<file path="src/rtl/trpid_pkg.sv">
// Shared widths, constants and types for the three-axis rate PID block.
// No dependencies; every other file imports this package.
`default_nettype none

package trpid_pkg;

  // Axes and lanes
  localparam int NUM_AXES = 3;
  localparam int AX_ROLL  = 0;
  localparam int AX_PITCH = 1;
  localparam int AX_YAW   = 2;

  // Port field widths
  localparam int RATE_W  = 20;
  localparam int STICK_W = 12;
  localparam int ANGLE_W = 17;
  localparam int DRIVE_W = 18;
  localparam int ELEV_W  = 20;
  localparam int GAIN_W  = 24;

  // Configuration port
  localparam int NUM_REGS  = 8;
  localparam int REG_W     = 3;
  localparam int CFG_IDX_W = 4;

  // Register indexes
  localparam logic [REG_W-1:0] REG_ROLL_P  = 3'd0;
  localparam logic [REG_W-1:0] REG_ROLL_I  = 3'd1;
  localparam logic [REG_W-1:0] REG_ROLL_D  = 3'd2;
  localparam logic [REG_W-1:0] REG_PITCH_P = 3'd3;
  localparam logic [REG_W-1:0] REG_PITCH_I = 3'd4;
  localparam logic [REG_W-1:0] REG_PITCH_D = 3'd5;
  localparam logic [REG_W-1:0] REG_YAW_P   = 3'd6;
  localparam logic [REG_W-1:0] REG_YAW_I   = 3'd7;

  localparam logic [GAIN_W-1:0] GAIN_RST [NUM_REGS] = '{
    24'd13422, 24'd470, 24'd134218,
    24'd13422, 24'd470, 24'd134218,
    24'd838861, 24'd235
  };

  // Internal datapath widths
  localparam int SP_W  = 24;   // setpoint, signed Q.8
  localparam int ERR_W = 24;   // error, signed Q.8

  // Queue between front and back
  localparam int QUEUE_DEPTH = 2;
  localparam int QPTR_W      = 1;
  localparam int QCNT_W      = 2;

  // One setpoint request handed from front to back
  typedef struct packed {
    logic [NUM_AXES-1:0][RATE_W-1:0] rate;
    logic [NUM_AXES-1:0][SP_W-1:0]   setp;
    logic [ELEV_W-1:0]               elev;
    logic                            clr;
  } trpid_sp_t;

  // Gain set seen by the PID lanes
  typedef struct packed {
    logic [NUM_AXES-1:0][GAIN_W-1:0] kp;
    logic [NUM_AXES-1:0][GAIN_W-1:0] ki;
    logic [NUM_AXES-1:0][GAIN_W-1:0] kd;
  } trpid_gains_t;

endpackage

`default_nettype wire

</file>
<file path="src/rtl/trpid_queue.sv">
// Two-entry request queue between the setpoint front end and the PID back end.
// Depends on trpid_pkg for the entry type.
`default_nettype none

module trpid_queue (
  input  wire logic             clk_i,
  input  wire logic             rst_ni,
  input  wire logic             push_i,
  input  wire trpid_pkg::trpid_sp_t push_data_i,
  output logic                  full_o,
  output logic                  valid_o,
  output trpid_pkg::trpid_sp_t  data_o,
  input  wire logic             pop_i
);
  import trpid_pkg::*;

  trpid_sp_t          mem_q [QUEUE_DEPTH];
  logic [QPTR_W-1:0]  wr_ptr_q, rd_ptr_q;
  logic [QCNT_W-1:0]  cnt_q;

  assign full_o  = (cnt_q == QCNT_W'(QUEUE_DEPTH));
  assign valid_o = (cnt_q != '0);
  assign data_o  = mem_q[rd_ptr_q];

  // Pointers and fill count
  always_ff @(posedge clk_i or negedge rst_ni) begin
    if (!rst_ni) begin
      wr_ptr_q <= '0;
      rd_ptr_q <= '0;
      cnt_q    <= '0;
    end else begin
      if (push_i) wr_ptr_q <= wr_ptr_q + 1'b1;
      if (pop_i)  rd_ptr_q <= rd_ptr_q + 1'b1;
      unique case ({push_i, pop_i})
        2'b10:   cnt_q <= cnt_q + 1'b1;
        2'b01:   cnt_q <= cnt_q - 1'b1;
        default: cnt_q <= cnt_q;
      endcase
    end
  end

  // Entry storage
  always_ff @(posedge clk_i) begin
    if (push_i) mem_q[wr_ptr_q] <= push_data_i;
  end

endmodule

`default_nettype wire

</file>
<file path="config.mk">
export PLATFORM = sky130hd
export DESIGN_NAME = trpid_queue
export DESIGN_NICKNAME = d
export VERILOG_FILES = /design/src/rtl/trpid_pkg.sv /design/src/rtl/trpid_queue.sv
export SDC_FILE = /design/constraint.sdc
export NUM_CORES = 1
export LEC_CHECK = 0
export ABC_AREA = 1
export BUFFER_PORTS_ARGS = -buffer_cell sky130_fd_sc_hd__buf_4
export CORE_MARGIN = 4
export CORE_UTILIZATION = 55
export DETAILED_ROUTE_END_ITERATION = 7
export MAX_ROUTING_LAYER = met4
export PLACE_DENSITY = 0.87
export SYNTH_ARGS = -nofsm -noshare
export SYNTH_HDL_FRONTEND = slang
export SYNTH_SLANG_ARGS = --single-unit
export TNS_END_PERCENT = 30
</file>
<file path="constraint.sdc">
create_clock -name clk_i -period 18 [get_ports clk_i]
set_input_delay 0.9 -clock clk_i [delete_from_list [all_inputs] [get_ports clk_i]]
set_output_delay 0.9 -clock clk_i [all_outputs]
set_load 0.01 [all_outputs]
</file>
==> flow_metrics.py <==
metrics = {
    "run_status": {
        "status": "finished clean",
    },
    "worst_setup_path": {
        "cp.arrival_ns": 3.40,
        "max_stage_delay_ns": 0.82,
        "startpoint_type": "flip-flop",
        "cp-end-kind": "primary output",
        "worst-path-max-fanout": 77,
        "cp_common_cell": "buf_4",
        "crit_chain": "buf_4 -> buf_4 -> nand2_1 -> o21ai_2 -> buf_4",
        "required_ns": 17.10,
        "crit_type": "flip-flop to primary output",
        "critPathSlowestCell": "buf_4",
    },
    "synth": {
        "synth_compound_area_share_pct": 8.95,
        "synth_xor_area_share_pct": 0.220,
        "yosysSeqAreaShare_pct": 78.0,
        "muxShareOfSynthArea_pct": 0,
        "yosysWarnings": 0,
        "synth-adder-area-share_pct": 0.105,
        "syn_area_um2": 11900,
        "postSynthNetCount": 981,
        "ys_ff_latch": 310,
        "synthSimpleGateAreaFrac_pct": 5.17,
        "synthCells": 823,
        "synth_top_family_by_area": "compound AO/OA/AOI/OAI gates",
        "avgSynthCellArea_um2": 14.5,
        "synth_cell_type_count": 18,
    },
    "drt": {
        "wirelength_um": 24700,
        "drtIter0Drc": 344,
        "post_drt_wl_per_cell_um": 17.2,
        "drc_errors": 0,
        "vias": 7187,
        "drt-pass1-iter-count": 4,
        "drtAntennaViolNets": 0,
        "viasPerCell": 5.00,
    },
    "timing": {
        "final.period_utilization_pct": 23.9,
        "min_period_ns": 4.30,
        "max-slew-margin-rel_pct": 21.5,
        "setup-tns-final_ns": 0,
        "slew_violations": 0,
        "hold_violations": 0,
        "grt_setup_unrepaired": "no",
        "setup_slack_ns": 13.70,
        "skew_ns": 0.0173,
        "worst_hold_slack_ns": 0.148,
        "fmax_mhz": 232,
        "setup_viol": 0,
        "worstMarginPinSlew_ns": 1.18,
    },
    "global_routing": {
        "track_usage_pct": 20.6,
        "met3_usage_pct": 4.87,
        "grt_max_degree": 101,
        "use_met2_pct": 35.2,
        "grt_pass1_vias": 7382,
        "grt-busiest-layer": "met2",
        "overflow": 0,
        "grt_pass1_wl_um": 37500,
        "met1_usage_pct": 22.8,
        "antenna_found_initial": 2,
    },
    "final_layout": {
        "multi_input_area_um2": 1730,
        "fin_cells": 1436,
        "finish.utilization_pct": 72.1,
        "final_common_cell": "buf_4",
        "nets": 1296,
        "final_cell_area_um2": 15200,
        "seq_area_um2": 9290,
        "drive_gt1_share_pct": 38.1,
        "layout_common_cells": "317 x buf_4, 306 x edfxtp_1, 159 x nand2_1",
        "area_growth_pct": 28.0,
        "nFillCells": 1337,
    },
    "power": {
        "leakagePower_nw": 6.44,
        "powerDensity_nw_per_um2": 156,
        "power_mw": 2.38,
        "vdd_drop_max_uv": 132,
    },
    "clocking": {
        "postCtsSetupBuffers": 0,
        "cts_buffers": 30,
        "clkSinkCount": 310,
        "cts_tree": "yes",
        "clock_latency_ns": 0.53,
        "htreeDepth": 1,
        "cts_buffer_depth": 3,
        "clk_pin_slew_ns": 0.06,
        "cts_resized": 0,
        "cts_root_buf": "clkbuf_16",
        "hold_buffers": 0,
    },
    "floorplanning": {
        "dieHeight_um": 155,
        "initial_core_util_pct": 56.3,
        "rows": 53,
        "ios": 312,
        "die_w_um": 155,
        "coreArea_um2": 21200,
        "die-area_um2": 24100,
    },
    "placement": {
        "place.gp.congestion": 0.864,
        "port_buffers": 311,
        "placed_cell_area_um2": 14300,
        "place_inst": 1381,
        "dp_hpwl_um": 17200,
        "pre_cts_slack_ns": 14.26,
    },
    "flow_run": {
        "drv_cap": 0,
    },
    "worst_hold_path": {
        "worst_hold_path_type": "input port to async pin",
    },
}
-- cells by family after synthesis --
kind of cell,Yosys count
AND/OR/NAND/NOR,163
buffers and inverters,193
XOR/XNOR,3
flip-flops,310
AO/OA/AOI/OAI,153
adder cells (fa/ha/maj),1
-- state kept, by name, indices dropped and copies added (netlist names) --
register and count:
cnt_q 2, mem_q 306, wr_ptr_q 1, rd_ptr_q 1
-- worst paths after layout --
| check | from | end | slack, ns | depth (start not counted) |
|---|---|---|---|---|
| min | rst_ni | rd_ptr_q | 0.15 | 1 |
| min in group clk_i | cnt_q[1] | cnt_q[1] | 0.48 | 2 |
| max in group asynchronous | rst_ni | rd_ptr_q | 17.74 | 1 |
| min reg2reg | cnt_q[1] | cnt_q[1] | 0.48 | 2 |
| max reg2reg | wr_ptr_q | mem_q[0][69] | 15.39 | 2 |
| max | rd_ptr_q | data_o[97] | 13.70 | 5 |
-- synth_stat cells --
cell type / instances / area (µm²)
xor2_1: 2 / 17.5
xnor2_1: 1 / 8.76
buf_8: 1 / 15.0
clkbuf_1: 5 / 18.8
o21ai_2: 80 / 701
buf_4: 7 / 52.6
buf_2: 2 / 10.0
o21ai_0: 61 / 305
nand3_1: 1 / 5.00
dfrtp_1: 4 / 100
nor2_1: 2 / 7.51
ha_1: 1 / 12.5
edfxtp_1: 306 / 9190
nand4_1: 1 / 6.26
nand2_1: 159 / 597
buf_6: 19 / 214
inv_1: 159 / 597
o21ai_1: 12 / 60.1
-- critical path: cells and delay by family (launching register included) --
family                 cells  cell delay (ns)
AND/OR/NAND/NOR            1             0.19
flip-flops                 1             0.80
AO/OA/AOI/OAI              1             0.13
buffers and inverters      3             1.65
-- area by class of cell --
cell class                 count  share of cell area [%]
clock buffer                  34                    5.16
sequential                   310                    60.9
inverter                     159                    3.95
clock inverter                19                   0.730
timing repair buffer         317                    15.6
multi-input combinational    320                    11.3
tap                          275                    2.26
antenna                        2                  0.0328
-- power by group --
part / switching [mW] / internal (mW)
clock network: 0.242 / 0.324
logic: 0.468 / 0.335
registers: 0.0537 / 0.960
-- layer usage --
| metal | part of all wire [%] | up-vias |
|---|---|---|
| li1 | - | 3434 |
| met1 | 36 | 3376 |
| met2 | 51 | 297 |
| met3 | 7.8 | 80 |
| met4 | 5.6 | 0 |
| met5 | 0 | - |
Power figures use the tool's default switching activity.
