===== src/rtl/trpid_pkg.sv =====
// Shared widths, constants and types for the three-axis rate PID block.
// No dependencies; every other file imports this package.
`default_nettype none

package trpid_pkg;

  // Axes and lanes
  localparam int NUM_AXES = 3;
  localparam int AX_ROLL  = 0;
  localparam int AX_PITCH = 1;
  localparam int AX_YAW   = 2;

  // Port field widths
  localparam int RATE_W  = 20;
  localparam int STICK_W = 12;
  localparam int ANGLE_W = 17;
  localparam int DRIVE_W = 18;
  localparam int ELEV_W  = 20;
  localparam int GAIN_W  = 24;

  // Configuration port
  localparam int NUM_REGS  = 8;
  localparam int REG_W     = 3;
  localparam int CFG_IDX_W = 4;

  // Register indexes
  localparam logic [REG_W-1:0] REG_ROLL_P  = 3'd0;
  localparam logic [REG_W-1:0] REG_ROLL_I  = 3'd1;
  localparam logic [REG_W-1:0] REG_ROLL_D  = 3'd2;
  localparam logic [REG_W-1:0] REG_PITCH_P = 3'd3;
  localparam logic [REG_W-1:0] REG_PITCH_I = 3'd4;
  localparam logic [REG_W-1:0] REG_PITCH_D = 3'd5;
  localparam logic [REG_W-1:0] REG_YAW_P   = 3'd6;
  localparam logic [REG_W-1:0] REG_YAW_I   = 3'd7;

  localparam logic [GAIN_W-1:0] GAIN_RST [NUM_REGS] = '{
    24'd13422, 24'd470, 24'd134218,
    24'd13422, 24'd470, 24'd134218,
    24'd838861, 24'd235
  };

  // Internal datapath widths
  localparam int SP_W  = 24;   // setpoint, signed Q.8
  localparam int ERR_W = 24;   // error, signed Q.8

  // Queue between front and back
  localparam int QUEUE_DEPTH = 2;
  localparam int QPTR_W      = 1;
  localparam int QCNT_W      = 2;

  // One setpoint request handed from front to back
  typedef struct packed {
    logic [NUM_AXES-1:0][RATE_W-1:0] rate;
    logic [NUM_AXES-1:0][SP_W-1:0]   setp;
    logic [ELEV_W-1:0]               elev;
    logic                            clr;
  } trpid_sp_t;

  // Gain set seen by the PID lanes
  typedef struct packed {
    logic [NUM_AXES-1:0][GAIN_W-1:0] kp;
    logic [NUM_AXES-1:0][GAIN_W-1:0] ki;
    logic [NUM_AXES-1:0][GAIN_W-1:0] kd;
  } trpid_gains_t;

endpackage

`default_nettype wire


===== src/rtl/trpid_if.sv =====
// Request and response channel interfaces (valid/ready plus payload fields).
// Depends on trpid_pkg for field widths.
`default_nettype none

interface trpid_req_if;
  import trpid_pkg::*;

  logic                      valid;
  logic                      ready;
  logic signed [RATE_W-1:0]  roll_rate;
  logic signed [RATE_W-1:0]  pitch_rate;
  logic signed [RATE_W-1:0]  yaw_rate;
  logic [STICK_W-1:0]        stick_roll;
  logic [STICK_W-1:0]        stick_pitch;
  logic [STICK_W-1:0]        stick_yaw;
  logic [STICK_W-1:0]        stick_throttle;
  logic signed [ANGLE_W-1:0] roll_angle;
  logic signed [ANGLE_W-1:0] pitch_angle;
  logic                      level_enable;
  logic                      link_up;
  logic                      clear_integrals;

  modport source (
    output valid, roll_rate, pitch_rate, yaw_rate, stick_roll, stick_pitch,
           stick_yaw, stick_throttle, roll_angle, pitch_angle, level_enable,
           link_up, clear_integrals,
    input  ready
  );

  modport sink (
    input  valid, roll_rate, pitch_rate, yaw_rate, stick_roll, stick_pitch,
           stick_yaw, stick_throttle, roll_angle, pitch_angle, level_enable,
           link_up, clear_integrals,
    output ready
  );
endinterface


`default_nettype wire


===== src/rtl/trpid_front.sv =====
// Front end: accepts stick/attitude requests and turns them into setpoints.
// Two stages (numerator, reciprocal multiply for /3). Depends on trpid_pkg.
`default_nettype none

module trpid_front (
  input  wire logic             clk_i,
  input  wire logic             rst_ni,
  trpid_req_if.sink             req_i,
  output logic                  push_o,
  output trpid_pkg::trpid_sp_t  push_data_o,
  input  wire logic             full_i
);
  import trpid_pkg::*;

  localparam int OFF_W     = 13;
  localparam int NUM_W     = 26;
  localparam int MAG_W     = 25;
  localparam int RECIP_W   = 24;
  localparam int QPROD_W   = MAG_W + RECIP_W;
  localparam int RECIP_SH  = 25;

  localparam logic [RECIP_W-1:0]      RECIP3      = 24'd11184811; // ceil(2^25/3)
  localparam logic signed [OFF_W-1:0] DB_HIGH     = 13'sd1512;
  localparam logic signed [OFF_W-1:0] DB_LOW      = 13'sd1488;
  localparam logic signed [NUM_W-1:0] STICK_SCALE = 26'sd3840;   // 15 * 256
  localparam logic signed [NUM_W-1:0] ANGLE_SCALE = 26'sd7;
  localparam logic signed [NUM_W-1:0] YAW_SCALE   = 26'sd512;
  localparam logic signed [ELEV_W-1:0] ELEV_SCALE = 20'sd128;

  // Stick position relative to the dead band
  function automatic logic signed [OFF_W-1:0] stick_offset(input logic [STICK_W-1:0] s);
    logic signed [OFF_W-1:0] v;
    v = signed'({1'b0, s});
    if (v > DB_HIGH) return v - DB_HIGH;
    else if (v < DB_LOW) return v - DB_LOW;
    else return '0;
  endfunction

  logic fen;
  logic f1_v_q, f2_v_q;

  logic signed [NUM_W-1:0]  num_d [NUM_AXES];
  logic signed [NUM_W-1:0]  f1_num_q [NUM_AXES];
  logic [RATE_W-1:0]        f1_rate_q [NUM_AXES];
  logic signed [ELEV_W-1:0] elev_d, f1_elev_q, f2_elev_q;
  logic                     f1_clr_q, f2_clr_q;

  logic [QPROD_W-1:0]       prod_d [NUM_AXES];
  logic                     neg_d [NUM_AXES];
  logic [QPROD_W-1:0]       f2_prod_q [NUM_AXES];
  logic                     f2_neg_q [NUM_AXES];
  logic [RATE_W-1:0]        f2_rate_q [NUM_AXES];

  logic signed [OFF_W-1:0]  off_r, off_p, off_y, off_t;

  // Both stages advance together unless the queue refuses the head
  assign fen         = !f2_v_q || !full_i;
  assign req_i.ready = fen;
  assign push_o      = f2_v_q && !full_i;

  // Setpoint numerators before the divide by three
  always_comb begin
    off_r = stick_offset(req_i.stick_roll);
    off_p = stick_offset(req_i.stick_pitch);
    off_y = stick_offset(req_i.stick_yaw);
    off_t = stick_offset(req_i.stick_throttle);
    for (int a = 0; a < NUM_AXES; a++) num_d[a] = '0;
    elev_d = '0;
    if (req_i.link_up) begin
      num_d[AX_ROLL]  = NUM_W'(off_r) * STICK_SCALE;
      num_d[AX_PITCH] = -(NUM_W'(off_p) * STICK_SCALE);
      if (req_i.level_enable) begin
        num_d[AX_ROLL]  = num_d[AX_ROLL] - NUM_W'(req_i.roll_angle) * ANGLE_SCALE;
        num_d[AX_PITCH] = num_d[AX_PITCH] - NUM_W'(req_i.pitch_angle) * ANGLE_SCALE;
      end
      num_d[AX_YAW] = NUM_W'(off_y) * YAW_SCALE;
      elev_d        = ELEV_W'(off_t) * ELEV_SCALE;
    end
  end

  // Magnitude times reciprocal of three (exact for magnitudes below 2^25)
  always_comb begin
    for (int a = 0; a < NUM_AXES; a++) begin
      neg_d[a]  = f1_num_q[a][NUM_W-1];
      prod_d[a] = QPROD_W'(MAG_W'(neg_d[a] ? -f1_num_q[a] : f1_num_q[a]))
                * QPROD_W'(RECIP3);
    end
  end

  // Quotient with the sign restored (truncates toward zero)
  always_comb begin
    push_data_o.elev = f2_elev_q;
    push_data_o.clr  = f2_clr_q;
    for (int a = 0; a < NUM_AXES; a++) begin
      push_data_o.rate[a] = f2_rate_q[a];
      push_data_o.setp[a] = f2_neg_q[a] ? -SP_W'(f2_prod_q[a] >> RECIP_SH)
                                        :  SP_W'(f2_prod_q[a] >> RECIP_SH);
    end
  end

  // Stage valids
  always_ff @(posedge clk_i or negedge rst_ni) begin
    if (!rst_ni) begin
      f1_v_q <= 1'b0;
      f2_v_q <= 1'b0;
    end else if (fen) begin
      f1_v_q <= req_i.valid;
      f2_v_q <= f1_v_q;
    end
  end

  // Stage payloads
  always_ff @(posedge clk_i) begin
    if (fen && req_i.valid) begin
      f1_num_q             <= num_d;
      f1_rate_q[AX_ROLL]   <= req_i.roll_rate;
      f1_rate_q[AX_PITCH]  <= req_i.pitch_rate;
      f1_rate_q[AX_YAW]    <= req_i.yaw_rate;
      f1_elev_q            <= elev_d;
      f1_clr_q             <= req_i.clear_integrals;
    end
    if (fen && f1_v_q) begin
      f2_prod_q <= prod_d;
      f2_neg_q  <= neg_d;
      f2_rate_q <= f1_rate_q;
      f2_elev_q <= f1_elev_q;
      f2_clr_q  <= f1_clr_q;
    end
  end

endmodule

`default_nettype wire


===== src/flat_wrapper.sv =====
// flat-port wrapper written by rule: the top's interface ports become plain ports
module trpid_front_flat import trpid_pkg::*;
  (clk_i, rst_ni, push_o, push_data_o, full_i, req_i_valid, req_i_roll_rate, req_i_pitch_rate, req_i_yaw_rate, req_i_stick_roll, req_i_stick_pitch, req_i_stick_yaw, req_i_stick_throttle, req_i_roll_angle, req_i_pitch_angle, req_i_level_enable, req_i_link_up, req_i_clear_integrals, req_i_ready);
  trpid_req_if req_i_i ();
  input  wire logic clk_i;
  input  wire logic rst_ni;
  output logic push_o;
  output trpid_pkg::trpid_sp_t push_data_o;
  input  wire logic full_i;
  input wire logic [$bits(req_i_i.valid)-1:0] req_i_valid;
  input wire logic [$bits(req_i_i.roll_rate)-1:0] req_i_roll_rate;
  input wire logic [$bits(req_i_i.pitch_rate)-1:0] req_i_pitch_rate;
  input wire logic [$bits(req_i_i.yaw_rate)-1:0] req_i_yaw_rate;
  input wire logic [$bits(req_i_i.stick_roll)-1:0] req_i_stick_roll;
  input wire logic [$bits(req_i_i.stick_pitch)-1:0] req_i_stick_pitch;
  input wire logic [$bits(req_i_i.stick_yaw)-1:0] req_i_stick_yaw;
  input wire logic [$bits(req_i_i.stick_throttle)-1:0] req_i_stick_throttle;
  input wire logic [$bits(req_i_i.roll_angle)-1:0] req_i_roll_angle;
  input wire logic [$bits(req_i_i.pitch_angle)-1:0] req_i_pitch_angle;
  input wire logic [$bits(req_i_i.level_enable)-1:0] req_i_level_enable;
  input wire logic [$bits(req_i_i.link_up)-1:0] req_i_link_up;
  input wire logic [$bits(req_i_i.clear_integrals)-1:0] req_i_clear_integrals;
  output wire logic [$bits(req_i_i.ready)-1:0] req_i_ready;
  assign req_i_i.valid = req_i_valid;
  assign req_i_i.roll_rate = req_i_roll_rate;
  assign req_i_i.pitch_rate = req_i_pitch_rate;
  assign req_i_i.yaw_rate = req_i_yaw_rate;
  assign req_i_i.stick_roll = req_i_stick_roll;
  assign req_i_i.stick_pitch = req_i_stick_pitch;
  assign req_i_i.stick_yaw = req_i_stick_yaw;
  assign req_i_i.stick_throttle = req_i_stick_throttle;
  assign req_i_i.roll_angle = req_i_roll_angle;
  assign req_i_i.pitch_angle = req_i_pitch_angle;
  assign req_i_i.level_enable = req_i_level_enable;
  assign req_i_i.link_up = req_i_link_up;
  assign req_i_i.clear_integrals = req_i_clear_integrals;
  assign req_i_ready = req_i_i.ready;
  trpid_front u_core (.clk_i(clk_i), .rst_ni(rst_ni), .req_i(req_i_i), .push_o(push_o), .push_data_o(push_data_o), .full_i(full_i));
endmodule

===== config.mk =====
export PLATFORM = sky130hd
export DESIGN_NAME = trpid_front_flat
export DESIGN_NICKNAME = d
export VERILOG_FILES = /design/src/rtl/trpid_pkg.sv /design/src/rtl/trpid_if.sv /design/src/rtl/trpid_front.sv /design/src/flat_wrapper.sv
export SDC_FILE = /design/constraint.sdc
export NUM_CORES = 2
export LEC_CHECK = 0
export BUFFER_PORTS_ARGS = -buffer_cell sky130_fd_sc_hd__buf_4
export CAP_MARGIN = 15
export CORE_MARGIN = 1
export CORE_UTILIZATION = 55
export CTS_CLUSTER_DIAMETER = 100
export DETAILED_ROUTE_END_ITERATION = 8
export GPL_ROUTABILITY_DRIVEN = 1
export PLACE_DENSITY = 0.73
export SLEW_MARGIN = 40
export SYNTH_ARGS = -nofsm -noshare
export SYNTH_HDL_FRONTEND = slang
export SYNTH_SLANG_ARGS = --single-unit

===== constraint.sdc =====
create_clock -name clk_i -period 29.4 [get_ports clk_i]
set_clock_uncertainty 0.1 [all_clocks]
set_input_delay 5.88 -clock clk_i [delete_from_list [all_inputs] [get_ports clk_i]]
set_output_delay 5.88 -clock clk_i [all_outputs]
set_load 0.05 [all_outputs]

==> impl_metrics.csv <==
group,metric,value,unit
yosys,async_flop_share,0.00690,
placement,place.gp.congestion,1.00,
yosys,ys_top_cells_by_area,"fa_1 33%, ha_1 19%, edfxtp_1 16%",
critical_path,timing.critical_path.buf_inv,3,
critical_path,path_depth,29,
global_routing,track_usage,0.250,
clocking,cts.repair.resized,0,
clocking,clock_path_buffers,3,
sta,fin_crit,12.95,ns
yosys,yosys_warnings,0,
sta,fmax,0.0772,GHz
route,first_pass_iters,6,
route,wl,119,mm
floorplanning,core,95000,sq um
critical_path,crit_fanout,6,
yosys,syn_area_per_cell,10.2,sq um
clocking,clkLatencyLatePin,0.58,ns
clocking,cts_tree,"yes",
final_layout,diodes,0,
route,drt_iter0_drc,2074,
critical_path,cpPeakStageDelay,0.61,ns
final_layout,area_delta_synth_final,10.5,%
yosys,syn_inst,5150,
floorplanning,fp.dieW,312,microns
clocking,htreeDepth,2,
yosys,synth_cell_type_count,103,
sta,relSlewSlack,0.401,
final_layout,nNetsFinal,7374,
floorplanning,rows,113,
outcome,status,"finished clean",
hold_path,whs_path_depth,0,
sta,setup_tns,0,ns
sta,setup_viol,0,
flow_run,maxCapViolCount,0,
yosys,yosysTopAreaCellShare,0.329,
final_layout,final_util,0.613,
final_layout,fillerInstances,7935,
route,vias,35500,
global_routing,grt_start_max_net_pins,78,
route,post_drt_wl_per_cell,17.4,microns
critical_path,required,29.73,ns
sta,hold_viol,0,
clocking,cts_setup_buffers,0,
clocking,numCtsBuffers,36,
critical_path,worst_setup_path_end_kind,"register",
hold_path,hold_path.class,"register to register",
floorplanning,die_area,97100,sq um
global_routing,grt_overflow_total,0,
critical_path,path_common_cell,"ha_1",
placement,dp_hpwl,104,mm
critical_path,rr_worst_depth,29,
global_routing,antenna_found_initial,2,
clocking,hold_buffers,0,
yosys,synth_top_area_cell,"fa_1",
critical_path,critPathKind,"input port to register",
global_routing,grt_pass1_wl,192,mm
placement,io_buffers,296,
yosys,yosysMostFrequentCell,"inv_1",
sta,fin_crit_sh,0.440,
critical_path,cp_data_arrival_time,13.27,ns
clocking,clock_sinks,290,
floorplanning,ios,304,
floorplanning,dieHeight,312,microns
final_layout,drive_gt1_frac,0.0821,
yosys,synth_ff_type,"edfxtp_1",
floorplanning,initial_core_util,0.555,
clocking,clk_pin_slew,0.06,ns
route,drcViolationCount,0,
yosys,synth-seq-area-share,0.165,
sta,tightest_slew,0.892,ns
global_routing,grt_pass1_vias,37200,
sta,grt_setup_unrepaired,"false",
yosys,ys_ff_latch,290,
critical_path,crit_family,"simple AND/OR/NAND/NOR gates",
route,final_antenna_net_count,0,
critical_path,cpMaxStageDelayCell,"or4_1",
sta,slew_violations,0,
route,via_per_inst,5.18,
critical_path,r2r_slack,19.30,ns
yosys,synth_area,52700,sq um
clocking,root_buffer,"clkbuf_16",
critical_path,start_kind,"input port",
yosys,synth_edf_count,288,
yosys,synth_common_cells,"1430 x inv_1, 866 x fa_1, 808 x ha_1, 288 x edfxtp_1, 257 x xnor2_1",
kinds of logic after synthesis:
logic type	synth area share
adders and majority gates	0.520
buffers and inverters	0.107
and+or+nand+nor	0.0663
AOI/OAI and AO/OA	0.0773
xor gates and xnor gates	0.0594
DFF	0.165
muxes	0.00498
other	0.000142
worst register-to-register path: cells and delay by family, from the launching register on:
kind            cells  cell delay [ns]
compound gates      8             2.37
fa+ha+maj           8             3.79
flops               1             0.58
buf+inv             6             1.38
xor+xnor            2             0.30
simple gates        5             1.32
registers in the layout, summed over array words and instances (netlist names):
name                cells
u_core.f2_prod_q       72
u_core.f1_rate_q       60
u_core.f2_neg_q         3
u_core.f1_clr_q         1
u_core.f1_elev_q       13
u_core.f1_num_q        65
u_core.f2_clr_q         1
u_core.f2_elev_q       13
u_core.f1_v_q           1
u_core.push_data_o     60
u_core.f2_v_q           1
layer usage:
metal | up-vias | track usage | routed length [microns] | share of wire
li1 | 16900 | - | - | -
met1 | 17500 | 0.331 | 51000 | 0.43
met2 | 851 | 0.432 | 58500 | 0.49
met3 | 144 | 0.0382 | 6830 | 0.057
met4 | 0 | 0.0557 | 2510 | 0.021
met5 | - | 0 | 0 | 0
cells in the final DEF (no fill, tap or decap), types with 8 or more instances in the layout:
cell type / instances
a21oi_1: 158
o31a_1: 10
ha_1: 808
nand3_1: 44
a211oi_1: 22
or4_1: 16
and3_1: 16
edfxtp_1: 288
buf_4: 336
and2_1: 24
or3_1: 43
xnor2_2: 8
clkbuf_16: 36
inv_1: 1429
o211ai_1: 10
nor3_1: 48
a21o_1: 60
nor2_1: 196
o22ai_1: 11
nand2b_1: 41
o21ai_1: 16
o2111ai_1: 10
xor2_1: 84
a31oi_1: 19
o21ai_0: 121
o31ai_1: 35
fa_1: 866
nand4_1: 18
conb_1: 77
mux2i_1: 24
o21a_1: 31
o41ai_1: 14
nor2b_1: 35
xnor2_1: 250
nor4_1: 11
o21bai_1: 19
nand2_1: 172
path summary, 6_finish.rpt:
check                                     start                      end
setup / recovery           req_i_stick_pitch[4]      u_core.f1_num_q[51]
hold / removal             u_core.f1_rate_q[15]  u_core.push_data_o[148]
setup reg to reg            u_core.f1_num_q[26]     u_core.f2_prod_q[92]
hold reg to reg            u_core.f1_rate_q[15]  u_core.push_data_o[148]
max in group asynchronous                rst_ni            u_core.f2_v_q
min in group asynchronous                rst_ni            u_core.f1_v_q
area by class of cell:
type	instances	area [sq um]	share of cell area
Inverter	1433	5380	0.0923
Timing Repair Buffer	340	2570	0.0441
Clock inverter	25	284	0.00487
Multi-Input combinational cell	3450	38800	0.666
Clock buffer	41	920	0.0158
Tap cell	1265	1580	0.0272
Sequential cell	290	8700	0.149
metrics by stage:
step	setup slack, ns	hold WS (ns)	cell area [sq um]	instances
after CTS	16.49	0.318	58200	6842
after global placement	16.01	0.300	56900	6775
after global routing	15.81	0.321	58300	6844
after floorplan	16.85	0.300	53000	5225
final	16.45	0.314	58300	6844
after detailed placement	15.89	0.305	57000	6776
Power is not shown: default switching activity piles up to over one toggle a cycle in this logic, so the estimate is an artifact.
